[src/rtl/track_run_box_parser_unit_defines.svh]
// Assertion macros shared by the track-run box parser RTL.
`ifndef TRACK_RUN_BOX_PARSER_UNIT_DEFINES_SVH
`define TRACK_RUN_BOX_PARSER_UNIT_DEFINES_SVH

// Same-cycle implication, sampled on clk and idle while rst is high.
`define TRBP_ASSERT_IMPL(lbl, ante, cons, msg) \
  lbl: assert property (@(posedge clk) disable iff (rst) (ante) |-> (cons)) else $error(msg);

// Next-cycle implication, sampled on clk and idle while rst is high.
`define TRBP_ASSERT_NEXT(lbl, ante, cons, msg) \
  lbl: assert property (@(posedge clk) disable iff (rst) (ante) |=> (cons)) else $error(msg);

`endif

[src/rtl/trbp_pkg.sv]
// Types, codes and helpers shared by the track-run box parser modules.
`default_nettype none

package trbp_pkg;

  // Byte counts and the flag group width of the box layout.
  localparam logic [31:0] HEADER_BYTES = 32'd16;
  localparam logic [31:0] WORD_BYTES   = 32'd4;
  localparam int          GROUP_BITS   = 8;

  // Field kinds carried with each result.
  localparam logic [2:0] KIND_COUNT       = 3'd0;
  localparam logic [2:0] KIND_DATA_OFFSET = 3'd1;
  localparam logic [2:0] KIND_FIRST_FLAGS = 3'd2;
  localparam logic [2:0] KIND_DURATION    = 3'd3;
  localparam logic [2:0] KIND_DISCARD     = 3'd7;

  // Parse status codes, reported on the last result of a box.
  localparam logic [1:0] ST_OK       = 2'd0;
  localparam logic [1:0] ST_SHORT    = 2'd1;
  localparam logic [1:0] ST_EXCEED   = 2'd2;
  localparam logic [1:0] ST_TRUNC    = 2'd3;

  // Parser phase, one-hot.
  typedef enum logic [2:0] {
    PH_IDLE = 3'b001,
    PH_OPT  = 3'b010,
    PH_SAMP = 3'b100
  } phase_t;

  // Running state of the open box.
  typedef struct packed {
    phase_t      phase;
    logic [23:0] saved_flags;
    logic [31:0] bytes_remaining;
    logic [31:0] samples_total;
    logic [31:0] sample_index;
    logic [3:0]  record_position;
    logic [3:0]  optional_left;
  } state_t;

  // One result item.
  typedef struct packed {
    logic [2:0]  kind;
    logic [31:0] value;
    logic        valid;
    logic [31:0] sample;
    logic        done;
    logic [1:0]  status;
  } result_t;

  // Number of set bits in one flag group.
  function automatic logic [3:0] popcnt8(input logic [GROUP_BITS-1:0] bits);
    logic [3:0] n;
    n = '0;
    for (int i = 0; i < GROUP_BITS; i++) begin
      n = n + {3'b000, bits[i]};
    end
    return n;
  endfunction

endpackage

`default_nettype wire

[src/rtl/trbp_step.sv]
// Next-state and result logic for one body word of a track-run box.
`default_nettype none

module trbp_step (
  input  wire trbp_pkg::state_t  cur,
  input  wire logic [31:0]       body_word,
  input  wire logic              box_start,
  input  wire logic [31:0]       box_size,
  input  wire logic [23:0]       box_flags,
  output trbp_pkg::state_t       nxt,
  output trbp_pkg::result_t      res,
  output logic                   has_res
);
  import trbp_pkg::*;

  logic [3:0]  rc_in;
  logic [3:0]  n_in;
  logic [3:0]  rc_sv;
  logic [3:0]  n_sv;
  logic [3:0]  chk_rc;
  logic        hdr_check;
  logic [31:0] total_chk;
  logic [35:0] rec_prod;
  logic [37:0] need_bytes;
  logic [3:0]  pos;
  logic        has_off;
  logic        found;
  logic [3:0]  k;
  logic [3:0]  rp_inc;

  // Record and optional word counts from the incoming and the saved flags.
  assign rc_in = popcnt8(box_flags[15:8]);
  assign n_in  = popcnt8(box_flags[7:0]);
  assign rc_sv = popcnt8(cur.saved_flags[15:8]);
  assign n_sv  = popcnt8(cur.saved_flags[7:0]);

  // Sample count that the table check uses: the start word or the saved count.
  assign total_chk = box_start ? body_word : cur.samples_total;

  // Bytes that the whole sample table needs: record words times 4 times samples.
  assign rec_prod   = 36'(chk_rc) * 36'(total_chk);
  assign need_bytes = {rec_prod, 2'b00};

  always_comb begin
    nxt       = cur;
    res       = '0;
    has_res   = 1'b0;
    hdr_check = 1'b0;
    chk_rc    = rc_sv;
    pos       = '0;
    has_off   = 1'b0;
    found     = 1'b0;
    k         = '0;
    rp_inc    = '0;

    if (box_start) begin
      // A start word opens a box and abandons any box still open.
      has_res                = 1'b1;
      nxt.saved_flags        = box_flags;
      nxt.sample_index       = '0;
      nxt.record_position    = '0;
      res.kind               = KIND_COUNT;
      if (box_size < HEADER_BYTES) begin
        nxt.phase           = PH_IDLE;
        nxt.bytes_remaining = '0;
        nxt.samples_total   = '0;
        nxt.optional_left   = '0;
        res.done            = 1'b1;
        res.status          = ST_SHORT;
      end else begin
        nxt.phase           = PH_OPT;
        nxt.bytes_remaining = box_size - HEADER_BYTES;
        nxt.samples_total   = body_word;
        nxt.optional_left   = n_in;
        res.value           = body_word;
        res.valid           = 1'b1;
        hdr_check           = 1'b1;
        chk_rc              = rc_in;
      end
    end else begin
      unique case (cur.phase)
        PH_OPT: begin
          // Optional words: data offset first, then first-sample flags, rest unknown.
          pos     = n_sv - cur.optional_left;
          has_off = cur.saved_flags[0];
          if (has_off && pos == 4'd0) begin
            res.kind = KIND_DATA_OFFSET;
          end else if (cur.saved_flags[2] && pos == {3'b000, has_off}) begin
            res.kind = KIND_FIRST_FLAGS;
          end else begin
            res.kind = KIND_DISCARD;
          end
          res.value           = body_word;
          res.valid           = (res.kind != KIND_DISCARD);
          has_res             = 1'b1;
          nxt.bytes_remaining = cur.bytes_remaining - WORD_BYTES;
          nxt.optional_left   = cur.optional_left - 4'd1;
          hdr_check           = 1'b1;
        end
        PH_SAMP: begin
          // Find which present per-sample field sits at this record position.
          res.kind = KIND_DISCARD;
          for (int b = 0; b < 4; b++) begin
            if (!found && cur.saved_flags[GROUP_BITS+b]) begin
              if (k == cur.record_position) begin
                found    = 1'b1;
                res.kind = KIND_DURATION + 3'(b);
              end
              k = k + 4'd1;
            end
          end
          res.value           = body_word;
          res.valid           = found;
          res.sample          = cur.sample_index;
          has_res             = 1'b1;
          nxt.bytes_remaining = cur.bytes_remaining - WORD_BYTES;
          rp_inc              = cur.record_position + 4'd1;
          if (rp_inc >= rc_sv) begin
            nxt.record_position = '0;
            nxt.sample_index    = cur.sample_index + 32'd1;
          end else begin
            nxt.record_position = rp_inc;
          end
          // Close after the last sample, or when words run out early.
          if (nxt.sample_index == cur.samples_total) begin
            nxt.phase  = PH_IDLE;
            res.done   = 1'b1;
            res.status = ST_OK;
          end else if (nxt.bytes_remaining < WORD_BYTES) begin
            nxt.phase  = PH_IDLE;
            res.done   = 1'b1;
            res.status = ST_TRUNC;
          end
        end
        PH_IDLE: begin
          // A stray word outside a box gives no result.
        end
        default: begin
        end
      endcase
    end

    // Decide what follows a header-area word: more optional words or the sample table.
    if (hdr_check) begin
      if (nxt.optional_left != 4'd0) begin
        if (nxt.bytes_remaining < WORD_BYTES) begin
          nxt.phase  = PH_IDLE;
          res.done   = 1'b1;
          res.status = ST_TRUNC;
        end
      end else if (chk_rc == 4'd0 || nxt.samples_total == 32'd0) begin
        nxt.phase  = PH_IDLE;
        res.done   = 1'b1;
        res.status = ST_OK;
      end else if ({6'b000000, nxt.bytes_remaining} < need_bytes) begin
        nxt.phase  = PH_IDLE;
        res.done   = 1'b1;
        res.status = ST_EXCEED;
      end else begin
        nxt.phase           = PH_SAMP;
        nxt.sample_index    = '0;
        nxt.record_position = '0;
      end
    end
  end

endmodule

`default_nettype wire

[src/rtl/track_run_box_parser_unit.sv]
// Top level of the track-run box parser: input register, step logic, result register.
//
//   Channel | Signals                                  | Carries
//   s_*     | s_tvalid s_tready s_tdata[87:0] s_tuser  | body words with box size and flags
//   m_*     | m_tvalid m_tready m_tdata[71:0] m_tuser  | decoded fields and box status
//
// One word is taken per cycle unless a held result stalls; results are registered.
// The input register feeds the step logic, which updates the box state and the result
// register in the same cycle, so the state loop through that logic sets the rate.
// Reset clears both valid flags and the box state; the parser then waits for a start word.
// While m_tready is low the result holds and one further word waits in the input register.
`default_nettype none

module track_run_box_parser_unit (
  input  wire logic        clk,
  input  wire logic        rst,
  input  wire logic        s_tvalid,
  output logic             s_tready,
  input  wire logic [87:0] s_tdata,   // body_word[31:0], box_size[63:32], box_flags[87:64]
  input  wire logic        s_tuser,   // box_start[0]
  output logic             m_tvalid,
  input  wire logic        m_tready,
  output logic [71:0]      m_tdata,   // field_value[31:0], sample_number[63:32],
                                      // parse_status[65:64], zero fill[71:66]
  output logic [3:0]       m_tuser,   // field_kind[2:0], field_valid[3]
  output logic             m_tlast    // box_done
);
  import trbp_pkg::*;

  `include "track_run_box_parser_unit_defines.svh"

  logic        in_valid;
  logic [31:0] in_word;
  logic        in_start;
  logic [31:0] in_size;
  logic [23:0] in_flags;
  state_t      state;
  state_t      state_next;
  result_t     step_res;
  logic        step_has_res;
  logic        step_fire;
  result_t     out_res;
  logic        out_valid;
  logic        out_bad_status;
  logic        close_fire;
  logic [3:0]  rec_words;
  logic        rec_in_range;
  logic        in_samp;
  logic        in_opt;
  logic        opt_pending;

  // A held word moves on once the result register is free or being emptied.
  assign step_fire = in_valid && (!out_valid || m_tready);
  assign s_tready  = !in_valid || step_fire;

  // Input register.
  always_ff @(posedge clk) begin
    if (rst) begin
      in_valid <= 1'b0;
    end else if (s_tready) begin
      in_valid <= s_tvalid;
    end
  end

  always_ff @(posedge clk) begin
    if (s_tready && s_tvalid) begin
      in_word  <= s_tdata[31:0];
      in_size  <= s_tdata[63:32];
      in_flags <= s_tdata[87:64];
      in_start <= s_tuser;
    end
  end

  trbp_step u_step (
    .cur       (state),
    .body_word (in_word),
    .box_start (in_start),
    .box_size  (in_size),
    .box_flags (in_flags),
    .nxt       (state_next),
    .res       (step_res),
    .has_res   (step_has_res)
  );

  // Box state advances with each word that leaves the input register.
  always_ff @(posedge clk) begin
    if (rst) begin
      state.phase           <= PH_IDLE;
      state.saved_flags     <= '0;
      state.bytes_remaining <= '0;
      state.samples_total   <= '0;
      state.sample_index    <= '0;
      state.record_position <= '0;
      state.optional_left   <= '0;
    end else if (step_fire) begin
      state <= state_next;
    end
  end

  // Result register.
  always_ff @(posedge clk) begin
    if (rst) begin
      out_valid <= 1'b0;
    end else if (step_fire) begin
      out_valid <= step_has_res;
    end else if (m_tready) begin
      out_valid <= 1'b0;
    end
  end

  always_ff @(posedge clk) begin
    if (step_fire && step_has_res) begin
      out_res <= step_res;
    end
  end

  // Pack the result onto the master side.
  assign m_tvalid = out_valid;
  assign m_tdata  = {6'b000000, out_res.status, out_res.sample, out_res.value};
  assign m_tuser  = {out_res.valid, out_res.kind};
  assign m_tlast  = out_res.done;

  // Conditions that the checks below watch.
  assign out_bad_status = m_tvalid && (out_res.status != ST_OK);
  assign close_fire     = step_fire && step_has_res && step_res.done;
  assign rec_words      = popcnt8(state.saved_flags[15:8]);
  assign rec_in_range   = state.record_position < rec_words;
  assign in_samp        = (state.phase == PH_SAMP);
  assign in_opt         = (state.phase == PH_OPT);
  assign opt_pending    = (state.optional_left != 4'd0);

  // A failing status only ever closes a box.
  `TRBP_ASSERT_IMPL(a_status_on_done, out_bad_status, m_tlast, "status without box_done")
  // After the closing result is computed the parser is idle.
  `TRBP_ASSERT_NEXT(a_idle_after_done, close_fire, state.phase == PH_IDLE, "box open after done")
  // Within the sample table the record position stays below the record length.
  `TRBP_ASSERT_IMPL(a_record_bound, in_samp, rec_in_range, "record position overflow")
  // The optional phase is only held while optional words remain.
  `TRBP_ASSERT_IMPL(a_optional_left, in_opt, opt_pending, "optional phase with no words left")

endmodule

`default_nettype wire

[config.mk]
export PLATFORM = sky130hd
export DESIGN_NAME = track_run_box_parser_unit
export DESIGN_NICKNAME = d
export VERILOG_FILES = /design/src/rtl/trbp_pkg.sv /design/src/rtl/trbp_step.sv /design/src/rtl/track_run_box_parser_unit.sv
export VERILOG_INCLUDE_DIRS = /design/src /design/src/rtl
export SDC_FILE = /design/constraint.sdc
export NUM_CORES = 1
export LEC_CHECK = 0
export BUFFER_PORTS_ARGS = -buffer_cell sky130_fd_sc_hd__buf_2
export CAP_MARGIN = 20
export CORE_ASPECT_RATIO = 1.1
export CORE_MARGIN = 2
export CORE_UTILIZATION = 55
export CTS_CLUSTER_DIAMETER = 120
export CTS_CLUSTER_SIZE = 16
export DETAILED_ROUTE_END_ITERATION = 10
export GPL_ROUTABILITY_DRIVEN = 0
export PLACE_DENSITY = 0.8
export SLEW_MARGIN = 40
export SYNTH_ARGS = -nofsm -noshare
export SYNTH_HDL_FRONTEND = slang
export SYNTH_SLANG_ARGS = --single-unit
[constraint.sdc]
create_clock -name clk -period 11.94 [get_ports clk]
set_input_delay 0.597 -clock clk [delete_from_list [all_inputs] [get_ports clk]]
set_output_delay 0.597 -clock clk [all_outputs]
set_load 0.01 [all_outputs]
==> impl_metrics.tcl, run 1 <==
set metrics [dict create \
    outcome "complete, no violations" \
    period_minus_slack_ps 10850 \
    crit_top_cell "fa_1" \
    powerDensity_nw_per_um2 114 \
    final_hold_viol_count 0 \
    post_cts_buffers 0 \
    via_count 17600 \
    grt_use_met2 0.470 \
    ys_ff_latch 273 \
    antenna_found_initial 1 \
    start_util 0.555 \
    cp_top_family "compound AO/OA/AOI/OAI gates" \
    vias_per_cell 6.19 \
    use_met1 0.372 \
    ys_warn_count 0 \
    hold_path_class "in2reg" \
    path_buf_inv 5 \
    synthSimpleGateAreaFrac 0.225 \
    die_area_um2 37900 \
    port_buffers 155 \
    yosysTopAreaCellShare 0.225 \
    pin_count 172 \
    final_common_cell "nor2_1" \
    grt-ovfl-total 0 \
    grt_use_total 0.283 \
    drive_gt1_frac 0.111 \
    synth_area_leaders "edfxtp_1 23%, dfxtp_1 12%, fa_1 7.6%" \
    first_iter_violations 2075 \
    die_h_um 204 \
    cp-end-kind "flop" \
    post-route-drc-count 0 \
    fin_crit_sh 0.909 \
    synth_edf_count 150 \
    worstMarginPinSlew_ps 859 \
    async_reset_ff_frac 0 \
    fin_setup_tns_ps 0 \
    fill_cells 3029 \
    critical_path_class "reg2reg" \
    relSlewSlack 0.428 \
    antenna_left 0 \
    peakVddDrop_mv 0.122 \
    skew_ps 37.2 \
    ys_seq_area_frac 0.349 \
    clockBufferDepth 3 \
    worstPathMaxFanout 21 \
    drv_cap 0 \
    grt_max_degree 72 \
    synth_xor_xnor_area_share 0.0627 \
    top_usage_layer "met2" \
    setup_viol 0 \
    clk-insertion-delay-late_ps 540 \
    synth_top_family_by_area "simple AND/OR/NAND/NOR gates" \
    synthAdderAreaFrac 0.139 \
    arrival_ps 11210 \
    mostFrequentLayoutCells "222 x nor2_1, 209 x nand2_1, 181 x inv_1, 155 x buf_2, 150 x edfxtp_1" \
    core_area_um2 36000 \
    critical_path_required_ps 12300 \
    wire_per_inst_um 18.8 \
    wl_mm 53.5 \
    row_count 73 \
    worst_slack_ps 1090 \
    max_freq_mhz 92.1 \
    rsz0062_at_grt "no" \
    cts_buffers 21 \
    syn_avg_cell_area_um2 8.80 \
    cts_resized 0 \
    synth.distinct_cells 81 \
    pre_cts_ws_ps 1400 \
    root_buffer "clkbuf_16" \
    clkSinkCount 273 \
    postSynthCellCount 2272 \
    grt_use_met3 0.0340 \
    h-tree-depth 1 \
    place_hpwl_mm 41.1 \
    startpoint_type "flop" \
    cpPeakStageDelay_ps 680 \
    synth_compound_area_frac 0.142 \
    total_leakage_power_nw 8.91 \
    slew_viol_final 0 \
    dieWidth_um 186 \
    worst_path_max_delay_cell "nand2_1" \
    nets 2615 \
    cts_hold_buf 0 \
    grt_pass1_vias 16800 \
    synth_area_um2 20000 \
    synth_largest_area_cell "edfxtp_1" \
    clk_pin_slew_worst_paths_ps 80 \
    synthFlopType "edfxtp_1" \
    synthMuxAreaShare 0.0219 \
    syn_to_final_growth_pct 8.65 \
    grt_pass1_wl_mm 86.2 \
    dr.pass1.iters 6 \
    cts_tree "built" \
]
==> cell usage after synthesis (all sizes together) (21+ instances only) <==
master and n:
nand3 68, nand4 47, nor3 61, mux2i 29, clkbuf 108, a22oi 26
a31oi 21, xor2 50, a211oi 21, or2 22, and2 61, xnor2 93
buf 22, o22ai 22, nand2 209, fa 76, dfxtp 123, inv 182
edfxtp 150, o21ai 81, a21oi 106, nor4 48, a21o 42, nor2 227
ha 99, and3 40
==> path summary, 6_finish.rpt <==
path	startpoint	depth (start not counted)	slack (ps)	end
setup / recovery	state[112]	34	1090	state[39]
hold / removal	s_tdata[38]	1	230	in_size[6]
setup reg to reg	state[112]	34	1090	state[39]
hold reg to reg	state[110]	2	460	state[110]
==> routing by layer <==
metal / vias to the layer above / routed length, µm
met5: - / 0
li1: 8181 / -
met1: 8375 / 21200
met3: 149 / 4580
met4: 0 / 2130
met2: 927 / 25600
==> registers in the layout, indices dropped and copies added, names as in the netlist <==
name and flops:
state 121, m_tdata 66, in_word 32, in_size 30, in_flags 16, m_tuser 4
in_start 1, in_valid 1, m_tlast 1, m_tvalid 1
==> through the flow <==
| step | util | hold WS (ps) | power (mW) | cells | instance area (µm²) |
|---|---|---|---|---|---|
| global route | 0.603 | 228 | 2.60 | 2849 | 21700 |
| detailed placement | 0.586 | 447 | 1.81 | 2811 | 21100 |
| CTS | 0.603 | 232 | 2.47 | 2848 | 21700 |
| floorplan | - | 436 | 1.61 | 2277 | 20000 |
| global placement | 0.583 | 447 | 1.77 | 2808 | 21000 |
| finish | 0.603 | 232 | 2.48 | 2850 | 21700 |
==> power breakdown <==
part	internal, mW	switching [mW]
clock	0.340	0.334
combinational	0.279	0.454
sequential	1.03	0.0419
==> cell families (layout without fill, tap and decap cells) <==
| logic type | count (synthesis) | after routing |
|---|---|---|
| simple gates | 895 | 895 |
| buf+inv | 312 | 396 |
| xor+xnor | 143 | 143 |
| compound gates | 430 | 430 |
| fa+ha+maj | 176 | 176 |
| mux | 42 | 42 |
| other cells | 1 | 8 |
| flops | 273 | 273 |
==> layout make-up <==
| type | count | area [µm²] | area share |
|---|---|---|---|
| antenna | 2 | 5.00 | 0.000231 |
| clock buffer | 36 | 592 | 0.0273 |
| clock inverter | 1 | 16.3 | 0.000749 |
| inverter | 182 | 683 | 0.0315 |
| multi-input combinational | 1692 | 11900 | 0.546 |
| sequential | 273 | 6970 | 0.321 |
| tap | 487 | 609 | 0.0281 |
| timing repair buffer | 177 | 982 | 0.0452 |
(Power assumes the default switching activity.)
==> inputs of run 2 (changes only) <==
--- a/config.mk
+++ b/config.mk
@@ -19,4 +19,5 @@
 export SLEW_MARGIN = 40
 export SYNTH_ARGS = -nofsm -noshare
 export SYNTH_HDL_FRONTEND = slang
+export SYNTH_HIERARCHICAL = 1
 export SYNTH_SLANG_ARGS = --single-unit
==> run 2 against run 1 <==
Against the previous run: combinational power up 3%; synthesized cell count up 8.9%; routed wire length up 7.5%; clock power up 0.7%; first-iteration DRC count down 29%; setup slack worse by 470 ps; final area up 8.9%; die area up 10%; largest cell class unchanged; highest routed layer unchanged.
==> impl_metrics.tcl, run 2 <==
set metrics [dict create \
    outcome "complete, no violations" \
    nets 2791 \
    critical_path_required_ps 12340 \
    h-tree-depth 1 \
    postSynthCellCount 2474 \
    startpoint_type "flop" \
    period_minus_slack_ps 11320 \
    arrival_ps 11720 \
    clkSinkCount 273 \
    antenna_left 0 \
    min_from "s_tdata[29]" \
    drv_cap 0 \
    peakVddDrop_mv 0.125 \
    relSlewSlack 0.413 \
    cp-end-kind "flop" \
    rr_startpoint "state[112]" \
    antenna_found_initial 2 \
    pre_cts_ws_ps 933 \
    final_hold_viol_count 0 \
    drive_gt1_frac 0.102 \
    cts_resized 0 \
    syn_avg_cell_area_um2 8.94 \
    syn_to_final_growth_pct 6.86 \
    placed_cells 3013 \
    place_hpwl_mm 42.9 \
    powerDensity_nw_per_um2 106 \
    worst_path_max_delay_cell "a2111oi_0" \
    worstPathMaxFanout 36 \
    post-route-drc-count 0 \
    fill_cells 3401 \
    wl_mm 57.5 \
    root_buffer "clkbuf_16" \
    grt_use_total 0.273 \
    mostFrequentLayoutCells "258 x nand2b_1, 202 x nor2_1, 170 x inv_1, 154 x buf_2, 150 x edfxtp_1" \
    final_cells 3053 \
    rrSetupSlack_ps 620 \
    cts_hold_buf 0 \
    critical_path_class "reg2reg" \
    worstMarginPinSlew_ps 873 \
    max_freq_mhz 88.3 \
    start_util 0.554 \
    cpPeakStageDelay_ps 680 \
    fin_crit_sh 0.948 \
    first_iter_violations 1475 \
    skew_ps 24.2 \
    total_leakage_power_nw 9.46 \
    die_h_um 214 \
    pin_count 172 \
    cts_tree "built" \
    vias_per_cell 6.08 \
    clockBufferDepth 3 \
    rsz0062_at_grt "no" \
    die_area_um2 41800 \
    cts_buffers 21 \
    largest_reg_flops 121 \
    post_cts_buffers 0 \
    wire_per_inst_um 18.8 \
    dieWidth_um 195 \
    grt_pass1_vias 18500 \
    r2r_cells 41 \
    r2r_end "state[39]" \
    slew_viol_final 0 \
    hold_end "in_word[29]" \
    top_register "state" \
    worst_slack_ps 618 \
    fin_util 0.593 \
    final_common_cell "nand2b_1" \
    clk_pin_slew_worst_paths_ps 80 \
    grt_max_degree 153 \
    fin_setup_tns_ps 0 \
    setup_viol 0 \
    placed_area_um2 23000 \
    synth_area_um2 22100 \
    core_area_um2 39900 \
    fin_area_um2 23600 \
    port_buffers 155 \
    grt-ovfl-total 0 \
    hold_path_class "in2reg" \
    ys_warn_count 6 \
    via_count 18600 \
    crit_top_cell "fa_1" \
    grt_pass1_wl_mm 93.4 \
    holdPathStages 1 \
    row_count 77 \
    dr.pass1.iters 5 \
    clk-insertion-delay-late_ps 550 \
]
## run 2: worst max-delay path by stage
stage,start,endpoint
5_1_grt,state[112],state[37]
2_1_floorplan,state[112],state[29]
6_report,state[112],state[39]
3_5_place_dp,state[112],state[39]
3_3_place_gp,state[112],state[37]
4_1_cts,state[112],state[39]
## run 2: cell type report
cell class                 instances  area, µm²  share of cell area
antenna                            2       5.00            0.000212
sequential                       273       6970               0.295
timing repair buffer             173        966              0.0409
tap                              513        642              0.0272
clock buffer                      35        578              0.0245
inverter                         171        642              0.0272
multi-input combinational       1884      13800               0.585
clock inverter                     2       17.5            0.000741
## run 2: where the power goes
| part | leakage [nW] | internal (mW) | switching, mW |
|---|---|---|---|
| registers | 2.39 | 1.03 | 0.0399 |
| clock network | 0.284 | 0.333 | 0.346 |
| logic | 6.78 | 0.292 | 0.462 |
| total | 9.46 | 1.65 | 0.847 |
## run 2: per-stage QoR
| stage | power [mW] | hold slack (ps) |
|---|---|---|
| after floorplan | 1.63 | 445 |
| after global placement | 1.79 | 459 |
| after detailed placement | 1.82 | 466 |
| after CTS | 2.50 | 206 |
| after global routing | 2.63 | 208 |
| final | 2.50 | 224 |
## run 2: critical path: cells and delay by family, from the launching register on
kind / cells / cell delay, ps
AO/OA/AOI/OAI: 9 / 2710
XOR/XNOR: 2 / 410
adder cells (fa/ha/maj): 9 / 3720
buffers and inverters: 7 / 1040
flip-flops: 1 / 460
multiplexers: 1 / 90
AND/OR/NAND/NOR: 13 / 2690
## run 2: metal layers
layer / part of all wire / vias up / global-route usage
met1: 0.39 / 8846 / 0.331
met3: 0.064 / 231 / 0.0333
met4: 0.060 / 0 / 0.156
li1: - / 8635 / -
met2: 0.48 / 853 / 0.468
met5: 0 / - / 0
==> inputs of run 3 (changes only) <==
--- a/config.mk
+++ b/config.mk
@@ -6,7 +6,7 @@
 export SDC_FILE = /design/constraint.sdc
 export NUM_CORES = 1
 export LEC_CHECK = 0
-export BUFFER_PORTS_ARGS = -buffer_cell sky130_fd_sc_hd__buf_2
+export BUFFER_PORTS_ARGS = -buffer_cell sky130_fd_sc_hd__clkbuf_2
 export CAP_MARGIN = 20
 export CORE_ASPECT_RATIO = 1.1
 export CORE_MARGIN = 2
==> constraint.sdc (replaced) <==
create_clock -name clk -period 11.4 [get_ports clk]
set_input_delay 0.57 -clock clk [delete_from_list [all_inputs] [get_ports clk]]
set_output_delay 0.57 -clock clk [all_outputs]
set_load 0.01 [all_outputs]
==> run 3 against run 2 <==
Against the previous run: global-route usage decreased by 0.44 points; sequential power increased by 5%; hold slack got worse by 25 ps; via count decreased by 0.45%; largest power group unchanged; non-clock buffer count increased by 1; sequential share of layout area about the same; register-to-register slack improved by 80 ps; combinational power increased by 4.4%; critical path type unchanged; final area about the same; routed wire length decreased by 0.87%; first-iteration DRC count increased by 17%.
==> impl_metrics.tcl, run 3 (synthesized netlist as in run 2, its figures left out) <==
set metrics [dict create \
    core_area_um2 39900 \
    syn_to_final_growth_pct 6.87 \
    worstMarginPinSlew_ps 839 \
    cts_hold_buf 0 \
    die_area_um2 41800 \
    grt-ovfl-total 0 \
    cpPeakStageDelay_ps 570 \
    setup_viol 0 \
    peakVddDrop_mv 0.125 \
    clkSinkCount 273 \
    final_common_cell "nand2b_1" \
    cts_buffers 21 \
    outcome "complete, no violations" \
    cp-end-kind "flop" \
    top_register "state" \
    crit_cells 38 \
    arrival_ps 11100 \
    post_cts_buffers 0 \
    skew_ps 19.9 \
    fin_crit_sh 0.938 \
    grt_use_met3 0.0354 \
    critical_path_required_ps 11810 \
    placed_cells 3014 \
    use_met1 0.330 \
    startpoint_type "flop" \
    grt_pass1_wl_mm 92.0 \
    root_buffer "clkbuf_16" \
    rsz0062_at_grt "no" \
    clockBufferDepth 3 \
    hold_path_class "in2reg" \
    worstPathMaxFanout 36 \
    path_buf_inv 5 \
    h-tree-depth 1 \
    grt_pass1_vias 18100 \
    slew_viol_final 0 \
    place_hpwl_mm 42.6 \
    holdPathStages 1 \
    port_buffers 155 \
    grt_use_met2 0.463 \
    r2r_cells 38 \
    n_antenna_cell 0 \
    dr.pass1.iters 6 \
    final_cells 3052 \
    drv_cap 0 \
    clk_pin_slew_worst_paths_ps 80 \
    top_usage_layer "met2" \
    antenna_found_initial 0 \
    total_leakage_power_nw 9.51 \
    pin_count 172 \
    critical_path_class "reg2reg" \
    rrSetupSlack_ps 700 \
    dieWidth_um 195 \
    die_h_um 214 \
    row_count 77 \
    mostFrequentLayoutCells "258 x nand2b_1, 202 x nor2_1, 170 x inv_1, 154 x clkbuf_2, 150 x edfxtp_1" \
    nets 2792 \
    final_hold_viol_count 0 \
    post-route-drc-count 0 \
    relSlewSlack 0.435 \
    period_minus_slack_ps 10700 \
    fin_util 0.593 \
    grt_max_degree 153 \
    grt_use_total 0.268 \
    first_iter_violations 1727 \
    cp_top_family "adder cells" \
    via_count 18500 \
    clk-insertion-delay-late_ps 540 \
    max_freq_mhz 93.5 \
    antenna_left 0 \
    crit_top_cell "fa_1" \
    wire_per_inst_um 18.7 \
    powerDensity_nw_per_um2 110 \
    largest_reg_flops 121 \
    vias_per_cell 6.06 \
    whs_ps 198 \
    cts_resized 0 \
    drive_gt1_frac 0.103 \
    fill_cells 3410 \
    start_util 0.554 \
    fin_setup_tns_ps 0 \
    wl_mm 57.0 \
    worst_path_max_delay_cell "fa_1" \
    cts_tree "built" \
]
run 3: routing by layer:
layer,part of all wire,vias up
met1,0.39,8744
met2,0.48,877
met3,0.071,214
li1,-,8647
met4,0.053,0
met5,0,-
run 3: final timing paths:
path | start | endpoint
max | state[112] | state[34]
min | s_tdata[57] | in_size[25]
min reg2reg | state[116] | state[116]
max reg2reg | state[112] | state[34]
run 3: final cells by class:
cell class	count	area, µm²	share of cell area
clock inverter	2	18.8	0.000794
sequential	273	6970	0.295
inverter	171	642	0.0272
clock buffer	35	578	0.0245
tap	513	642	0.0272
multi-input combinational	1884	13800	0.585
timing repair buffer	174	973	0.0412
run 3: per-stage QoR:
step | total power, mW | cell area (µm²) | setup slack, ps
3_5_place_dp | 1.91 | 23000 | 873
3_3_place_gp | 1.87 | 23000 | 852
5_1_grt | 2.75 | 23600 | 161
4_1_cts | 2.61 | 23600 | 755
2_1_floorplan | 1.71 | 22100 | 2150
6_report | 2.61 | 23600 | 702
run 3: worst register-to-register path: cells and delay by family (launching register included):
kind	cells	cell delay, ps
xor+xnor	1	160
simple gates	13	2610
mux	1	60
buf+inv	5	880
compound gates	9	2440
flops	1	460
fa+ha+maj	9	3980
run 3: power by group:
part / switching (mW) / total, mW / internal (mW)
sequential: 0.0419 / 1.12 / 1.08
clock: 0.356 / 0.704 / 0.348
combinational: 0.481 / 0.786 / 0.305
